==> src/rtl/core/twf_pkg.sv <==
// Shared constants, types and helper functions for the traveling-wave fin velocity block.
// Used by the remainder cells, the CORDIC cells and the top level. No dependencies.

package twf_pkg;

   // Fixed-point setup.
   localparam int CORDIC_STAGES = 16;
   localparam int FRAC_BITS     = 16;
   localparam int SH2           = 2 * FRAC_BITS;
   localparam int REG_W         = 31;
   localparam int FIELD_W       = 32;
   localparam int ANG_W         = 34;
   localparam int CSR_IDX_W     = 4;
   localparam int CIDX_W        = (CORDIC_STAGES > 1) ? $clog2(CORDIC_STAGES) : 1;

   // Register indexes and reset values.
   localparam logic [CSR_IDX_W-1:0] CSR_WAVE_NUMBER = CSR_IDX_W'(0);
   localparam logic [CSR_IDX_W-1:0] CSR_ANG_FREQ    = CSR_IDX_W'(1);
   localparam logic [REG_W-1:0]     WAVE_NUMBER_RST = 31'd411775;
   localparam logic [REG_W-1:0]     ANG_FREQ_RST    = 31'd411775;

   // Angle constants in Q30, and 2*pi with 2*FRAC_BITS fraction bits.
   localparam logic [63:0] TWO_PI_Q61  = 64'hC90FDAA22168C235;
   localparam logic [63:0] PH_MOD      = (TWO_PI_Q61 + (64'd1 << (60 - SH2))) >> (61 - SH2);
   localparam logic [63:0] PI_Q30      = 64'd3373259426;
   localparam logic [63:0] HALF_PI_Q30 = 64'd1686629713;
   localparam logic [63:0] TWO_PI_Q30  = 64'd6746518852;
   localparam logic signed [ANG_W-1:0] GAIN_INV_Q30 = 34'sd652032874;

   // Remainder chain lengths: enough steps to cover the largest magnitude.
   localparam int PH_MOD_W  = $clog2(PH_MOD + 64'd1);
   localparam int PH_STEPS  = 64 - PH_MOD_W;
   localparam int TWO_PI_W  = $clog2(TWO_PI_Q30 + 64'd1);
   localparam int TH_STEPS  = 64 - FRAC_BITS - TWO_PI_W;

   // Conversion of the reduced phase to Q30.
   localparam int PH_SHR = (SH2 >= 30) ? SH2 - 30 : 0;
   localparam int PH_SHL = (SH2 < 30) ? 30 - SH2 : 0;
   localparam logic [63:0] PH_RND = (64'd1 << PH_SHR) >> 1;

   // Arctangent of 2^-i in Q30.
   localparam int ATAN_COUNT = 30;
   typedef logic [31:0] atan_tab_type [ATAN_COUNT];
   localparam atan_tab_type ATAN_Q30 = '{
      32'h3243F6A8, 32'h1DAC6705, 32'h0FADBAFC, 32'h07F56EA6, 32'h03FEAB76, 32'h01FFD55B,
      32'h00FFFAAA, 32'h007FFF55, 32'h003FFFEA, 32'h001FFFFD, 32'h000FFFFF, 32'h0007FFFF,
      32'h0003FFFF, 32'h0001FFFF, 32'h0000FFFF, 32'h00007FFF, 32'h00003FFF, 32'h00001FFF,
      32'h00000FFF, 32'h000007FF, 32'h000003FF, 32'h000001FF, 32'h000000FF, 32'h0000007F,
      32'h0000003F, 32'h0000001F, 32'h0000000F, 32'h00000008, 32'h00000004, 32'h00000002
   };

   // A signed value split into sign and magnitude for remainder steps.
   typedef struct packed {
      logic        neg;
      logic [63:0] mag;
   } mod_type;

   // CORDIC working set; neg tells that the result must be negated.
   typedef struct packed {
      logic signed [ANG_W-1:0] x;
      logic signed [ANG_W-1:0] y;
      logic signed [ANG_W-1:0] z;
      logic                    neg;
   } cord_type;

   // Per-point values that travel alongside the chains.
   typedef struct packed {
      logic                    zero;
      logic signed [31:0]      amp;
      logic signed [63:0]      ro;
      logic signed [ANG_W-1:0] c1;
   } side_type;

   // Arctangent for one CORDIC step.
   function automatic logic signed [ANG_W-1:0] atan_at(input logic [CIDX_W-1:0] idx);
      logic [4:0] i5;
      i5 = 5'(idx);
      return ANG_W'(ATAN_Q30[i5]);
   endfunction

   // Turns a truncated remainder into the non-negative remainder below div.
   function automatic logic [63:0] pos_mod(input mod_type m, input logic [63:0] div);
      logic [63:0] r;
      r = m.mag;
      if (m.neg && (m.mag != 64'd0)) begin
         r = div - m.mag;
      end
      return r;
   endfunction

   // Folds an angle in [0, 2*pi) into [-pi/2, pi/2] and seeds the rotation.
   function automatic cord_type cordic_start(input logic [63:0] a);
      cord_type c;
      c.x = GAIN_INV_Q30;
      c.y = '0;
      if (a <= HALF_PI_Q30) begin
         c.z   = ANG_W'(a);
         c.neg = 1'b0;
      end else if (a < (TWO_PI_Q30 - HALF_PI_Q30)) begin
         c.z   = ANG_W'(a - PI_Q30);
         c.neg = 1'b1;
      end else begin
         c.z   = ANG_W'(a - TWO_PI_Q30);
         c.neg = 1'b0;
      end
      return c;
   endfunction

endpackage

==> src/rtl/core/twf_mod_cell.sv <==
// One step of a restoring remainder chain: subtracts a shifted divisor when it fits.
// Depends on twf_pkg for the mod_type and side_type structs.

module twf_mod_cell import twf_pkg::*; (
   input  logic        clock,
   input  logic        reset,
   input  logic        en,
   input  logic [63:0] divisor,
   input  logic        up_valid,
   input  mod_type     up_data,
   input  side_type    up_side,
   output logic        dn_valid,
   output mod_type     dn_data,
   output side_type    dn_side
);

   logic     valid_ff;
   mod_type  data_ff;
   mod_type  data_in;
   side_type side_ff;

   // Take the divisor off when the magnitude still holds it.
   always_comb begin
      data_in = up_data;
      if (up_data.mag >= divisor) begin
         data_in.mag = up_data.mag - divisor;
      end
   end

   always_ff @(posedge clock) begin
      if (reset) begin
         valid_ff <= 1'b0;
      end else if (en) begin
         valid_ff <= up_valid;
      end
   end

   always_ff @(posedge clock) begin
      if (en) begin
         data_ff <= data_in;
         side_ff <= up_side;
      end
   end

   assign dn_valid = valid_ff;
   assign dn_data  = data_ff;
   assign dn_side  = side_ff;

endmodule

==> config.mk <==
export PLATFORM = sky130hd
export DESIGN_NAME = twf_mod_cell
export DESIGN_NICKNAME = d
export VERILOG_FILES = /design/src/rtl/core/twf_pkg.sv /design/src/rtl/core/twf_mod_cell.sv
export SDC_FILE = /design/constraint.sdc
export NUM_CORES = 1
export LEC_CHECK = 0
export BUFFER_PORTS_ARGS = -buffer_cell sky130_fd_sc_hd__buf_2
export CAP_MARGIN = 20
export CORE_ASPECT_RATIO = 1.1
export CORE_MARGIN = 3
export CORE_UTILIZATION = 35
export CTS_CLUSTER_SIZE = 14
export DETAILED_ROUTE_END_ITERATION = 8
export GPL_ROUTABILITY_DRIVEN = 1
export GPL_TIMING_DRIVEN = 0
export PLACE_DENSITY = 0.61
export SYNTH_ARGS = -nofsm -noshare
export SYNTH_HDL_FRONTEND = slang
export SYNTH_SLANG_ARGS = --single-unit
==> constraint.sdc <==
create_clock -name clock -period 4.4 [get_ports clock]
set_input_delay 0.22 -clock clock [delete_from_list [all_inputs] [get_ports clock]]
set_output_delay 0.22 -clock clock [all_outputs]
set_load 0.05 [all_outputs]
# == Yosys cells after proc, flatten, opt, wreduce, memory -nomap -nowiden ==
# Index checks and enable logic that the tools add are counted.
# word_totals
in_bits,264
reg_bits,197
wordCells,10
# classes
n_lt_le_gt_ge,1
muxes,1
n_addsub,1
# op_table
operator,count
>= comparator 64 bit,1
two-way mux 64 bit,1
subtractor 64 bit,1

# == Depth between registers and ports, before layout ==
# depth
depth_word,2
ltp_mapped,14

# == Worst setup path before layout ==
# OpenSTA, ideal clock, no wires.
# synth_timing
path_kind,input -> register
start,input up_data[0] (netlist bit)
end,"register data_ff, in the netlist dn_data[16], data pin"
stages,12
path_buffers,2
arrival_time_ns,2.598
required_time_ns,4.140
path_slack_ns,1.542
path_cell_list,inv_1 -> ha_1 -> fa_1 -> nand2b_1 -> a21o_1 -> a21oi_1 -> o21bai_1 -> a2111oi_1 -> or3_1 -> buf_4 -> buf_4 -> mux2_2
# synth_rtl
item,line,source
"start, declared",twf_mod_cell.sv:10,"input mod_type up_data,"
"end signal, assigned",twf_mod_cell.sv:40,data_ff <= data_in;
"end, declared",twf_mod_cell.sv:18,mod_type data_ff;

==> impl_metrics.env <==
export IMPL_status="completed"
export IMPL_yosys_register_bits=197
export IMPL_layout_drive_gt1_share_pct=32.8
export IMPL_min_path_cells=3
export IMPL_fin_nets=1940
export IMPL_power_mw=5.92
export IMPL_fin_crit_ns=3.25
export IMPL_vias_per_cell=4.96
export IMPL_chipWidth_um=173
export IMPL_crit_family="compound AO/OA/AOI/OAI gates"
export IMPL_min_from="up_valid"
export IMPL_grt_overflow_total=0
export IMPL_crit_path_max_incr_delay_ns=0.65
export IMPL_relSlewSlack_pct=40.5
export IMPL_cp_start_kind="input pin"
export IMPL_post_cts_setup_buffers=0
export IMPL_timing_rr_end="dn_valid"
export IMPL_cap_violations=0
export IMPL_cp_cell_sequence="buf_2 > inv_1 > ha_1 > fa_1 > nand2b_1 > a21o_1 > a21oi_1 > o21bai_1 > a21oi_1 > a21oi_1 > o41ai_1 > xnor2_1 > a21oi_1"
export IMPL_antenna_left=0
export IMPL_grt_max_degree=127
export IMPL_synthCells=998
export IMPL_slew_violations=0
export IMPL_fillers=2740
export IMPL_io_pins=461
export IMPL_synth_edf_count=196
export IMPL_slowest_stage="a21oi_1"
export IMPL_drt_first_pass_iters=7
export IMPL_p_leak_nw=6.87
export IMPL_ys_flop_type="edfxtp_1"
export IMPL_syn_area_per_cell_um2=10.8
export IMPL_rows=66
export IMPL_cts_htree_levels=4
export IMPL_final_cells=2047
export IMPL_max_freq_ghz=0.307
export IMPL_synth_cell_area_mm2=0.0108
export IMPL_setup_viol=0
export IMPL_syn_num_nets=1327
export IMPL_placedCellCount=1867
export IMPL_cts_root_buf="clkbuf_16"
export IMPL_powerDensity_mw_per_mm2=379
export IMPL_drt_wl_total_um=40000
export IMPL_grt_usage_pct=23.4
export IMPL_ff_latch_area_mm2=0.00591
export IMPL_routedWlPerCell_um=19.5
export IMPL_drc=0
export IMPL_setup_tns_ns=0
export IMPL_port_buffers=460
export IMPL_drt_initial_drc_count=678
export IMPL_clockBufferDepth=2
export IMPL_antenna_found_initial=19
export IMPL_die_h_um=190
export IMPL_die_area_mm2=0.0330
export IMPL_grt_pass1_wl_um=58900
export IMPL_area_growth_pct=44.7
export IMPL_synthArstFlopShare_pct=0
export IMPL_r2r_cells=2
export IMPL_tightest_slew_ns=0.886
export IMPL_clk_latency_ns=0.43
export IMPL_hold_path_end="dn_valid"
export IMPL_synth_top_cells_by_area="edfxtp_1 (55%), ha_1 (7.4%), a21oi_1 (6.6%)"
export IMPL_hold_violations=0
export IMPL_rsz0062_at_grt="false"
export IMPL_final_period_utilization_pct=74.0
export IMPL_finClkSkew_ns=0
export IMPL_ys_top_cells_by_count="edfxtp_1 (196), a21oi_1 (142), nor2_1 (98), inv_1 (82), nand2_1 (75)"
export IMPL_synth_top_cell_area_share_pct=54.5
export IMPL_hpwl_um=31200
export IMPL_required_ns=4.58
export IMPL_clock_sinks=197
export IMPL_ys_seq_area_share_pct=54.7
export IMPL_worstHoldPathType="in -> reg"
export IMPL_cts_inserted_buffers=17
export IMPL_cpMostUsedCell="a21oi_1"
export IMPL_yosysTopAreaCell="edfxtp_1"
export IMPL_crit_type="in -> reg"
export IMPL_start_util_pct=36.0
export IMPL_path_buf_inv=2
export IMPL_synth_most_common_cell="edfxtp_1"
export IMPL_multiInputGateArea_mm2=0.00439
export IMPL_synth_cell_types=62
export IMPL_crit_arrival_ns=3.44
export IMPL_crit_fanout=5
export IMPL_ff2ff_setup_slack_ns=3.81
export IMPL_synth_warnings=0
export IMPL_routabilityCongestion=0.880
export IMPL_timing_rr_start="dn_valid"
export IMPL_cts_tree="done"
export IMPL_clk_pin_slew_worst_paths_ns=0.07
export IMPL_ir_drop_v=0.000223
export IMPL_end_kind="register"
export IMPL_vias=10100
export IMPL_grt_pass1_vias=10300
export IMPL_core_area_mm2=0.0300
[cells by family (layout without fill, tap and decap cells)]
kind of cell | Yosys count | in the layout | share of synthesized area [%]
other cells | 0 | 15 | 0
buf+inv | 115 | 741 | 4.60
compound gates | 283 | 283 | 15.5
flops | 197 | 197 | 54.7
mux | 13 | 13 | 1.33
simple gates | 267 | 267 | 11.5
xor+xnor | 58 | 58 | 4.71
fa+ha+maj | 65 | 65 | 7.60
[metal layers]
| layer | wire, um | part of all wire (%) | global-route usage [%] |
|---|---|---|---|
| met5 | 103 | 0.26 | 0 |
| met4 | 1310 | 3.3 | 9.79 |
| met3 | 2620 | 6.6 | 6.29 |
| met2 | 20800 | 52 | 42.6 |
| met1 | 15100 | 38 | 25.7 |
[tightest hold or removal path: cells and delay by family]
family	cells	cell delay, ns
mux	1	0.06
simple gates	1	0.08
buf+inv	1	0.08
[worst max-delay path by stage]
stage,from,endpoint,slack [ns],cells after the start
after floorplan,up_data[0],dn_data[16],1.54,12
after global placement,en,dn_valid,0.44,3
after detailed placement,up_data[0],dn_data[40],0.71,13
after CTS,up_data[0],dn_data[40],1.18,13
after global routing,up_data[0],dn_data[40],0.92,13
final,up_data[0],dn_data[40],1.15,13
[stage by stage]
step	utilization [%]	hold slack, ns	instance area (um^2)	worst slack, ns
after floorplan	-	0.292	10800	1.54
after global placement	45.4	0.379	13600	0.445
after global routing	52.1	0.0574	15600	0.924
after CTS	52.0	0.0250	15600	1.18
after detailed placement	45.5	0.387	13600	0.711
final	52.1	0.0416	15600	1.15
[registers in the layout, indices dropped and copies added, names as in the netlist]
register / cells
dn_side: 131
dn_data: 65
dn_valid: 1
[layout by cell type, fill, tap and decap left out, types with 5 or more instances in the layout]
master,count
mux2_2,10
ha_1,64
nand3_1,7
o21ai_0,52
diode_2,15
nand4_1,25
nand2_1,75
nor2_1,98
nor4_1,5
o21bai_1,13
edfxtp_1,196
a31oi_1,5
clkbuf_1,16
a21o_1,16
nand2b_1,8
xor2_1,26
o211ai_1,8
dlygate4sd3_1,133
a211oi_1,7
a21oi_1,142
nor3_1,17
clkbuf_16,17
xnor2_1,32
buf_6,5
buf_2,466
buf_4,5
or3_1,9
inv_1,82
[layout make-up]
cell class | instances | area share, %
plain buffers | 33 | 1.21
repair buffers | 594 | 23.5
inverters | 82 | 1.97
multi-input cells | 686 | 28.1
clock buffers | 17 | 2.72
diodes | 15 | 0.240
clock inverters | 15 | 1.19
well taps | 408 | 3.27
flip-flops and latches | 197 | 37.8
[power breakdown]
group	total (mW)	internal [mW]	switching (mW)
Clock	1.63	0.819	0.812
Combinational	1.95	0.594	1.35
Sequential	2.34	2.29	0.0492
Total	5.92	3.70	2.22
[what timing repair did]
item | CTS | global route
resized for setup | 0 | 0
hold endpoints to repair | 133 | 0
hold buffers | 133 | 0
Power figures use the tool's default switching activity.
