### src/rtl/core/twf_pkg.sv
// Shared constants, types and helper functions for the traveling-wave fin velocity block.
// Used by the remainder cells, the CORDIC cells and the top level. No dependencies.

package twf_pkg;

   // Fixed-point setup.
   localparam int CORDIC_STAGES = 16;
   localparam int FRAC_BITS     = 16;
   localparam int SH2           = 2 * FRAC_BITS;
   localparam int REG_W         = 31;
   localparam int FIELD_W       = 32;
   localparam int ANG_W         = 34;
   localparam int CSR_IDX_W     = 4;
   localparam int CIDX_W        = (CORDIC_STAGES > 1) ? $clog2(CORDIC_STAGES) : 1;

   // Register indexes and reset values.
   localparam logic [CSR_IDX_W-1:0] CSR_WAVE_NUMBER = CSR_IDX_W'(0);
   localparam logic [CSR_IDX_W-1:0] CSR_ANG_FREQ    = CSR_IDX_W'(1);
   localparam logic [REG_W-1:0]     WAVE_NUMBER_RST = 31'd411775;
   localparam logic [REG_W-1:0]     ANG_FREQ_RST    = 31'd411775;

   // Angle constants in Q30, and 2*pi with 2*FRAC_BITS fraction bits.
   localparam logic [63:0] TWO_PI_Q61  = 64'hC90FDAA22168C235;
   localparam logic [63:0] PH_MOD      = (TWO_PI_Q61 + (64'd1 << (60 - SH2))) >> (61 - SH2);
   localparam logic [63:0] PI_Q30      = 64'd3373259426;
   localparam logic [63:0] HALF_PI_Q30 = 64'd1686629713;
   localparam logic [63:0] TWO_PI_Q30  = 64'd6746518852;
   localparam logic signed [ANG_W-1:0] GAIN_INV_Q30 = 34'sd652032874;

   // Remainder chain lengths: enough steps to cover the largest magnitude.
   localparam int PH_MOD_W  = $clog2(PH_MOD + 64'd1);
   localparam int PH_STEPS  = 64 - PH_MOD_W;
   localparam int TWO_PI_W  = $clog2(TWO_PI_Q30 + 64'd1);
   localparam int TH_STEPS  = 64 - FRAC_BITS - TWO_PI_W;

   // Conversion of the reduced phase to Q30.
   localparam int PH_SHR = (SH2 >= 30) ? SH2 - 30 : 0;
   localparam int PH_SHL = (SH2 < 30) ? 30 - SH2 : 0;
   localparam logic [63:0] PH_RND = (64'd1 << PH_SHR) >> 1;

   // Arctangent of 2^-i in Q30.
   localparam int ATAN_COUNT = 30;
   typedef logic [31:0] atan_tab_type [ATAN_COUNT];
   localparam atan_tab_type ATAN_Q30 = '{
      32'h3243F6A8, 32'h1DAC6705, 32'h0FADBAFC, 32'h07F56EA6, 32'h03FEAB76, 32'h01FFD55B,
      32'h00FFFAAA, 32'h007FFF55, 32'h003FFFEA, 32'h001FFFFD, 32'h000FFFFF, 32'h0007FFFF,
      32'h0003FFFF, 32'h0001FFFF, 32'h0000FFFF, 32'h00007FFF, 32'h00003FFF, 32'h00001FFF,
      32'h00000FFF, 32'h000007FF, 32'h000003FF, 32'h000001FF, 32'h000000FF, 32'h0000007F,
      32'h0000003F, 32'h0000001F, 32'h0000000F, 32'h00000008, 32'h00000004, 32'h00000002
   };

   // A signed value split into sign and magnitude for remainder steps.
   typedef struct packed {
      logic        neg;
      logic [63:0] mag;
   } mod_type;

   // CORDIC working set; neg tells that the result must be negated.
   typedef struct packed {
      logic signed [ANG_W-1:0] x;
      logic signed [ANG_W-1:0] y;
      logic signed [ANG_W-1:0] z;
      logic                    neg;
   } cord_type;

   // Per-point values that travel alongside the chains.
   typedef struct packed {
      logic                    zero;
      logic signed [31:0]      amp;
      logic signed [63:0]      ro;
      logic signed [ANG_W-1:0] c1;
   } side_type;

   // Arctangent for one CORDIC step.
   function automatic logic signed [ANG_W-1:0] atan_at(input logic [CIDX_W-1:0] idx);
      logic [4:0] i5;
      i5 = 5'(idx);
      return ANG_W'(ATAN_Q30[i5]);
   endfunction

   // Turns a truncated remainder into the non-negative remainder below div.
   function automatic logic [63:0] pos_mod(input mod_type m, input logic [63:0] div);
      logic [63:0] r;
      r = m.mag;
      if (m.neg && (m.mag != 64'd0)) begin
         r = div - m.mag;
      end
      return r;
   endfunction

   // Folds an angle in [0, 2*pi) into [-pi/2, pi/2] and seeds the rotation.
   function automatic cord_type cordic_start(input logic [63:0] a);
      cord_type c;
      c.x = GAIN_INV_Q30;
      c.y = '0;
      if (a <= HALF_PI_Q30) begin
         c.z   = ANG_W'(a);
         c.neg = 1'b0;
      end else if (a < (TWO_PI_Q30 - HALF_PI_Q30)) begin
         c.z   = ANG_W'(a - PI_Q30);
         c.neg = 1'b1;
      end else begin
         c.z   = ANG_W'(a - TWO_PI_Q30);
         c.neg = 1'b0;
      end
      return c;
   endfunction

endpackage

### src/rtl/core/twf_cordic_cell.sv
// One rotation-mode CORDIC step; the step number sets the shift and the arctangent.
// Depends on twf_pkg for cord_type, side_type and the arctangent table.

module twf_cordic_cell import twf_pkg::*; (
   input  logic              clock,
   input  logic              reset,
   input  logic              en,
   input  logic [CIDX_W-1:0] stage_idx,
   input  logic              up_valid,
   input  cord_type          up_data,
   input  side_type          up_side,
   output logic              dn_valid,
   output cord_type          dn_data,
   output side_type          dn_side
);

   logic                    valid_ff;
   cord_type                data_ff;
   cord_type                data_in;
   side_type                side_ff;
   logic signed [ANG_W-1:0] x_sh;
   logic signed [ANG_W-1:0] y_sh;
   logic signed [ANG_W-1:0] at;

   // Rotate toward zero residual angle.
   always_comb begin
      x_sh    = $signed(up_data.x) >>> stage_idx;
      y_sh    = $signed(up_data.y) >>> stage_idx;
      at      = atan_at(stage_idx);
      data_in = up_data;
      if (!up_data.z[ANG_W-1]) begin
         data_in.x = $signed(up_data.x) - y_sh;
         data_in.y = $signed(up_data.y) + x_sh;
         data_in.z = $signed(up_data.z) - at;
      end else begin
         data_in.x = $signed(up_data.x) + y_sh;
         data_in.y = $signed(up_data.y) - x_sh;
         data_in.z = $signed(up_data.z) + at;
      end
   end

   always_ff @(posedge clock) begin
      if (reset) begin
         valid_ff <= 1'b0;
      end else if (en) begin
         valid_ff <= up_valid;
      end
   end

   always_ff @(posedge clock) begin
      if (en) begin
         data_ff <= data_in;
         side_ff <= up_side;
      end
   end

   assign dn_valid = valid_ff;
   assign dn_data  = data_ff;
   assign dn_side  = side_ff;

endmodule

### config.mk
export PLATFORM = sky130hd
export DESIGN_NAME = twf_cordic_cell
export DESIGN_NICKNAME = d
export VERILOG_FILES = /design/src/rtl/core/twf_pkg.sv /design/src/rtl/core/twf_cordic_cell.sv
export SDC_FILE = /design/constraint.sdc
export NUM_CORES = 1
export LEC_CHECK = 0
export BUFFER_PORTS_ARGS = -buffer_cell sky130_fd_sc_hd__buf_2
export CORE_AREA = 2 2 183 185
export CTS_CLUSTER_SIZE = 24
export DETAILED_ROUTE_END_ITERATION = 6
export DIE_AREA = 0 0 185 187
export PLACE_DENSITY = 0.81
export SKIP_CTS_REPAIR_TIMING = 1
export SYNTH_ARGS = -nofsm -noshare
export SYNTH_HDL_FRONTEND = slang
export SYNTH_SLANG_ARGS = --single-unit
### constraint.sdc
create_clock -name clock -period 16.3 [get_ports clock]
set_input_delay 3.26 -clock clock [delete_from_list [all_inputs] [get_ports clock]]
set_output_delay 3.26 -clock clock [all_outputs]
set_load 0.005 [all_outputs]
---- Yosys cells after proc, flatten, opt, wreduce, memory -nomap -nowiden ----
Memories as Yosys holds them, arrays and structs flattened.
Cells that the tools add are included.
cells by class
  add/sub/neg operators ................... 6
  bitwise gates (word level) .............. 1
  magnitude comparators ................... 1
  shift operators ......................... 2
  muxes and demuxes ....................... 3
operators by type and width
  cell                                        count
  two-way mux 102 bit                         1
  adder 34 bit                                2
  >>> shifter 34 x 4 -> 34 bit                2
  subtractor 34 bit                           2
  two-way mux 32 bit                          2
  adder 34 x 33 -> 34 bit                     1
  subtractor 34 x 33 -> 34 bit                1
  >= comparator 6 bit, second input constant  1
  inverter 4 -> 6 bit                         1
word-level totals
  input port bits ......................... 242
  logic and storage cells ................. 23
  ROM bits ................................ 1,024
  bits in registers ....................... 235
  output and inout port bits .............. 235
  memories ................................ 1
memory list
  memory            words  bits a word  rd ports  clocked after Yosys merged registers in  wr ports  RTL line       RTL
  (name not given)  32     32           1         0                                        0         twf_pkg.sv:78  return ANG_W'(ATAN_Q30[i5]);

---- Depth between registers and ports, before layout ----
Gate-level depths: netlist of the first run.
  word-level depth ........................ 6
  mapped depth ............................ 29
  gate-level depth less buffers ........... 23

---- Worst setup path before layout of the first run ----
No wires, ideal clock.
  path type ............................... input -> register
  from .................................... input port stage_idx[2]
  to ...................................... register data_ff, in the netlist dn_data[68], data pin
  cell stages on the path ................. 28
  buffers on the path ..................... 8
  data required time ...................... 16,036 ps
  path slack .............................. 7,033 ps
  library setup time ...................... 264 ps
  data arrival time ....................... 9,004 ps
  cells stage by stage .................... buf_2 buf_2 buf_2 buf_1 buf_2 buf_1 clkbuf_1 buf_1 nand2_1 o21ai_0 ha_1 and4_1 nor4b_1 a31oi_1 nor2_1 o21ai_0 xor2_1 ha_1 a21o_1 a21oi_1 o311ai_0 or3_1 o21ai_0 o21ai_0 nor2_1 nor3_1 a211oi_1 xnor2_1
RTL lines
  item                  RTL line               RTL
  from (decl)           twf_cordic_cell.sv:8   input logic [CIDX_W-1:0] stage_idx,
  to (signal assigned)  twf_cordic_cell.sv:52  data_ff <= data_in;
  to (decl)             twf_cordic_cell.sv:18  cord_type data_ff;

==> results of run 1 <==
[layout make-up]
type,instances,area (µm²)
fill,2642,11590
multi-input combinational,1293,10170
sequential,235,7047
timing repair buffer,486,2472
clock buffer,35,693.2
tap,448,560.5
inverter,54,202.7
clock inverter,11,92.59
antenna,14,35.03
[sequential cells by signal (all words and copies together) (netlist names)]
signal,flops
dn_side,131
dn_data,103
dn_valid,1
[report_power, final]
group          internal, mW  total, mW  switching [mW]  leakage (nW)
registers             0.799      0.827          0.0273          2.30
logic                 0.354      0.789           0.435          6.27
clock network         0.314      0.545           0.232         0.377
total                  1.47       2.16           0.694          8.95
[metal layers]
| metal | global-route usage (%) | vias to the layer above | share of wire (%) |
|---|---|---|---|
| met3 | 5.471 | 122 | 8.2 |
| met1 | 36.53 | 7368 | 38 |
| li1 | - | 7145 | - |
| met4 | 13.64 | 0 | 3.9 |
| met5 | 0 | - | 0 |
| met2 | 52.36 | 736 | 50 |
[cells by family (layout without fill, tap and decap cells)]
kind of cell               Yosys count  in the layout
AOI/OAI and AO/OA                  434            434
and+or+nand+nor                    407            407
DFF                                235            235
xor gates and xnor gates           176            176
muxes                              163            163
buffers and inverters              124            586
adders and majority gates          113            113
other                                0             14
[Yosys cell counts, types with 19 or more instances]
master / n / area share, %
inv_1: 50 / 1.1
o21ai_0: 86 / 2.4
nor3_1: 24 / 0.68
xnor2_1: 132 / 6.5
mux4_2: 76 / 9.6
nand3_1: 19 / 0.54
a31oi_1: 34 / 1.2
a21o_1: 41 / 1.7
a21oi_1: 157 / 4.4
buf_2: 19 / 0.54
edfxtp_1: 234 / 40
nor2_1: 129 / 2.7
o21bai_1: 19 / 0.80
o21a_1: 20 / 0.85
ha_1: 110 / 7.7
mux2i_1: 43 / 2.4
clkbuf_1: 26 / 0.55
xor2_1: 43 / 2.1
mux2_2: 43 / 2.7
nand2_1: 135 / 2.9
[final timing paths]
kind                                       startpoint               endpoint  slack, ns  cells past startpoint
worst max-delay path                     stage_idx[1]  dn_data[68]$_DFFE_PP_       6.41                     24
worst min-delay path            dn_valid$_SDFFE_PP0P_  dn_valid$_SDFFE_PP0P_       0.56                      2
worst max register to register  dn_valid$_SDFFE_PP0P_  dn_valid$_SDFFE_PP0P_      15.65                      2
worst min register to register  dn_valid$_SDFFE_PP0P_  dn_valid$_SDFFE_PP0P_       0.56                      2
[worst max-delay path, cell delays in order]
cell      delay, ns
buf_2          0.08
buf_4          0.69
inv_2          0.68
mux2_2         0.47
or2_2          0.27
nand2_1        0.09
ha_1           0.19
and4_1         0.24
nor4b_1        0.37
a31oi_1        0.24
nor2_1         0.47
o21ai_0        0.21
xor2_1         0.21
ha_1           0.23
a21o_1         0.20
a21oi_1        0.19
o311ai_0       0.20
or3_1          0.37
o21ai_0        0.45
o21ai_0        0.26
nor2_1         0.26
nor3_1         0.09
a211oi_1       0.27
xnor2_1        0.11
[stage by stage]
step                      cell area (µm²)  hold WS (ns)  std cells  worst slack, ns  power (mW)
final                               21270        0.5594       2576            6.412       2.160
after global routing                21270        0.6099       2574            5.827       2.280
after CTS                           21240        0.5610       2562            6.532       2.166
after detailed placement            20450        0.5472       2516            6.003       1.617
after global placement              20450        0.4733       2516            6.307       1.599
after floorplan                     17760        0.4850       1652            7.033       1.345
==> flow_metrics.py, run 1 <==
metrics = {
    "global_routing": {
        "grt.total_usage_pct": 30.23,
        "grt_pass1_wl_um": 81490,
        "globalRouteOverflowTotal": 0,
        "grt_max_degree": 87,
        "antenna_found_initial": 13,
        "grt_pass1_vias": 14840,
    },
    "timing": {
        "fin_tns_setup_ns": 0,
        "max_freq_mhz": 101.1,
        "slew_violations": 0,
        "fin_crit_sh_pct": 60.66,
        "worst-slew-pin-transition_ns": 1.014,
        "skew_ns": 0,
        "timing.final.hold_violations": 0,
        "setup_viol": 0,
        "slew_headroom_pct": 32.33,
        "period_needed_ns": 9.888,
        "rsz0062_at_grt": "false",
    },
    "status": {
        "status": "completed",
    },
    "run": {
        "max_cap_violations": 0,
    },
    "final_layout": {
        "mostFrequentLayoutCells": "473 x buf_2, 234 x edfxtp_1, 157 x a21oi_1",
        "final_util_pct": 64.73,
        "nets": 2450,
        "area_delta_synth_final_pct": 19.77,
        "final_common_cell": "buf_2",
        "drive_above_1_share_pct": 31.27,
    },
    "hold_path": {
        "hold_class": "register to register",
    },
    "drt": {
        "wl_um": 53950,
        "ant_nets": 0,
        "post_drt_wl_per_cell_um": 20.94,
        "drt_first_pass_iters": 5,
        "vias": 15371,
        "routed_via_density": 5.967,
        "drt_iter0_markers": 1370,
        "post-route-drc-count": 0,
    },
    "floorplanning": {
        "initial_utilization_pct": 54.05,
        "fp.dieW_um": 185,
        "num_rows": 67,
        "core_um2": 32860,
        "fp.dieH_um": 187,
        "ios": 477,
        "die_area_um2": 34600,
    },
    "power_and_ir_drop": {
        "power_density_nw_per_um2": 101.6,
        "leakage_nw": 8.948,
        "peakVddDrop_uv": 100.9,
    },
    "clocking": {
        "cts_buffers": 25,
        "clockBufferDepth": 3,
        "cts.clk_slew.worst_paths_ns": 0.06,
        "clk_latency_ns": 0.53,
        "h-tree-depth": 1,
        "cts_sinks": 235,
        "cts_tree": "yes",
        "cts_root_buf": "clkbuf_16",
    },
    "setup_path": {
        "cp_max_fo": 76,
        "worstSetupStartpointType": "input pin",
        "crit_arrival_ns": 10.17,
        "worstSetupPathType": "input pin to register",
        "crit_path_end_kind": "register",
        "required_ns": 16.58,
    },
    "synthesis": {
        "ys.flop_type": "edfxtp_1",
        "ys_seq_area_share_pct": 39.68,
        "synthesis.nets": 2007,
        "synth_area_um2": 17760,
        "synth.lib_cells_used.distinct": 76,
        "synth-xor-area-share_pct": 8.721,
        "async_flop_share_pct": 0,
        "syn_inst": 1652,
        "synth-warning-count": 0,
        "synth_area_per_cell_um2": 10.75,
        "synth_edf_count": 234,
        "yosys.area_share.adder_pct": 8.087,
        "ys_ff_latch": 235,
        "synth_mux_area_share_pct": 14.85,
        "yosys.area_share.simple_pct": 10.61,
        "synth-compound-area-share_pct": 14.98,
        "synth_top_family_by_area": "compound AO/OA/AOI/OAI gates",
    },
    "place": {
        "hpwl_um": 42270,
        "gp_congestion": 0.9326,
        "port-buffer-count": 476,
    },
}
Note: power is estimated with default switching activity, not from simulation.
==> inputs of run 2 (changes only) <==
--- a/config.mk
+++ b/config.mk
@@ -6,10 +6,9 @@
 export NUM_CORES = 1
 export LEC_CHECK = 0
 export BUFFER_PORTS_ARGS = -buffer_cell sky130_fd_sc_hd__buf_2
-export CORE_AREA = 2 2 183 185
+export CORE_UTILIZATION = 54
 export CTS_CLUSTER_SIZE = 24
 export DETAILED_ROUTE_END_ITERATION = 6
-export DIE_AREA = 0 0 185 187
 export PLACE_DENSITY = 0.81
 export SKIP_CTS_REPAIR_TIMING = 1
 export SYNTH_ARGS = -nofsm -noshare
==> constraint.sdc (replaced) <==
create_clock -name clock -period 9.3 [get_ports clock]
set_input_delay 1.86 -clock clock [delete_from_list [all_inputs] [get_ports clock]]
set_output_delay 1.86 -clock clock [all_outputs]
set_load 0.005 [all_outputs]
==> flow_metrics.py, run 2 (synthesis gave the netlist of run 1 again) <==
metrics = {
    "floorplanning": {
        "initial_utilization_pct": 54.73,
        "core_um2": 32450,
        "fp.dieH_um": 183.4,
        "fp.dieW_um": 183.4,
        "num_rows": 66,
        "ios": 477,
        "die_area_um2": 33620,
    },
    "drt": {
        "post_drt_wl_per_cell_um": 21.08,
        "routed_via_density": 5.927,
        "vias": 15261,
        "drt_iter0_markers": 1349,
        "wl_um": 54270,
        "drt_first_pass_iters": 7,
        "post-route-drc-count": 0,
        "ant_nets": 0,
    },
    "setup_path": {
        "r2r-start": "dn_valid$_SDFFE_PP0P_",
        "worstReg2RegEnd": "dn_valid$_SDFFE_PP0P_",
        "crit_path_end_kind": "register",
        "required_ns": 9.57,
        "max_stage_delay_ns": 0.70,
        "worstSetupPathType": "input pin to register",
        "path_cells": "buf_4, buf_4, mux2_2, o22ai_1, o211ai_1, a21oi_1, and4_1, nor4b_1, a31oi_1, nor2_1, o21ai_0, xor2_1, ha_1, a21o_1, a21oi_1, o311ai_0, or3_1, o21ai_0, o21ai_0, nor2_1, nor3_1, a211oi_1, xnor2_1",
        "crit_buf_inv": 2,
        "cpLargestDelayFamily": "compound AO/OA/AOI/OAI gates",
        "r2r_slack_ns": 8.72,
        "cp_max_fo": 82,
        "reg2reg_depth": 2,
        "worstSetupStartpointType": "input pin",
        "critical-path-slowest-cell": "buf_4",
        "crit_arrival_ns": 8.18,
        "crit_top_cell": "o21ai_0",
    },
    "hold_path": {
        "hp-start": "dn_valid$_SDFFE_PP0P_",
        "holdPathStages": 2,
        "hold_class": "register to register",
        "min_to": "dn_valid$_SDFFE_PP0P_",
    },
    "power_and_ir_drop": {
        "peakVddDrop_uv": 147.5,
        "power_mw": 3.831,
        "leakage_nw": 8.994,
        "power_density_nw_per_um2": 179.6,
    },
    "final_layout": {
        "final_common_cell": "buf_2",
        "layoutNonFillerInstCount": 2575,
        "area_delta_synth_final_pct": 20.09,
        "drive_above_1_share_pct": 31.49,
        "nets": 2456,
        "mostFrequentLayoutCells": "473 x buf_2, 234 x edfxtp_1, 157 x a21oi_1",
        "final_area_um2": 21330,
        "multi_input_area_um2": 10170,
        "largest_register_ffs": 131,
        "fillers": 2583,
        "seq_area_um2": 7047,
    },
    "clocking": {
        "cts_root_buf": "clkbuf_16",
        "cts.clk_slew.worst_paths_ns": 0.06,
        "h-tree-depth": 1,
        "cts_tree": "yes",
        "cts_sinks": 235,
        "cts_buffers": 24,
        "clk_latency_ns": 0.53,
        "clockBufferDepth": 3,
    },
    "timing": {
        "slew_violations": 0,
        "fin_tns_setup_ns": 0,
        "slew_headroom_pct": 28.31,
        "rsz0062_at_grt": "false",
        "fin_crit_sh_pct": 85.07,
        "period_needed_ns": 7.912,
        "max_freq_mhz": 126.4,
        "skew_ns": 0,
        "worst-slew-pin-transition_ns": 1.075,
        "setup_viol": 0,
        "fin_ws_ns": 1.388,
        "timing.final.hold_violations": 0,
    },
    "global_routing": {
        "grt_pass1_wl_um": 80020,
        "grt_pass1_vias": 14397,
        "grtUsageMet1_pct": 38.16,
        "antenna_found_initial": 13,
        "grt_max_degree": 90,
        "busiest_layer": "met2",
        "grt_util_met3_pct": 6.533,
        "globalRouteOverflowTotal": 0,
        "use_met2_pct": 52.75,
        "grt.total_usage_pct": 31.01,
    },
    "status": {
        "status": "completed",
    },
    "run": {
        "max_cap_violations": 0,
    },
    "place": {
        "port-buffer-count": 476,
        "hpwl_um": 42160,
        "dp_cells": 2517,
        "dpl-instance-area_um2": 20500,
        "gp_congestion": 0.9162,
        "dp_slack_ns": 0.8583,
    },
}
## run 2: cell count changes in the layout (fill, tap and decap cells not counted), sizes merged
cell / before / now
diode: 14 / 15
clkinvlp: 3 / 1
clkbuf: 35 / 29
bufinv: 1 / 3
clkinv: 7 / 10
buf: 486 / 493
## run 2: worst max path at each step
stage | startpoint | to | slack, ns | depth (start not counted)
detailed placement | stage_idx[0] | dn_data[68]$_DFFE_PP_ | 0.86 | 23
finish | stage_idx[3] | dn_data[68]$_DFFE_PP_ | 1.39 | 23
CTS | stage_idx[0] | dn_data[68]$_DFFE_PP_ | 1.39 | 23
floorplan | stage_idx[2] | dn_data[68]$_DFFE_PP_ | 1.43 | 28
global placement | stage_idx[0] | dn_data[68]$_DFFE_PP_ | 1.08 | 23
global route | stage_idx[0] | dn_data[68]$_DFFE_PP_ | 0.85 | 23
## run 2: power breakdown
part           internal, mW  switching (mW)  leakage, nW  total, mW
Clock                 0.575           0.414        0.389      0.989
Sequential             1.40          0.0489         2.30       1.45
Combinational         0.621           0.771         6.31       1.39
## run 2: cell type report
type	instances	area share, %
Antenna cell	15	0.1760
Clock buffer	29	3.003
Clock inverter	14	0.7274
Inverter	54	0.9503
Multi-Input combinational cell	1293	47.67
Sequential cell	235	33.04
Tap cell	442	2.593
Timing Repair Buffer	493	11.84
## run 2: worst register-to-register path, delay by kind of cell (launching register included)
| kind | cells | cell delay [ns] |
|---|---|---|
| and+or+nand+nor | 1 | 0.05 |
| DFF | 1 | 0.31 |
| muxes | 1 | 0.12 |
## run 2: per-stage QoR
step | utilization [%] | hold slack, ns
after CTS | 65.61 | 0.4925
final | 65.72 | 0.4904
after global placement | 63.15 | 0.4690
after detailed placement | 63.15 | 0.4778
after global routing | 65.71 | 0.5223
after floorplan | - | 0.4850
## run 2: per-layer routing
metal | vias to the layer above | part of all wire, %
li1 | 7162 | -
met3 | 114 | 8.1
met4 | 0 | 3.5
met2 | 700 | 50
met1 | 7285 | 38
met5 | - | 0
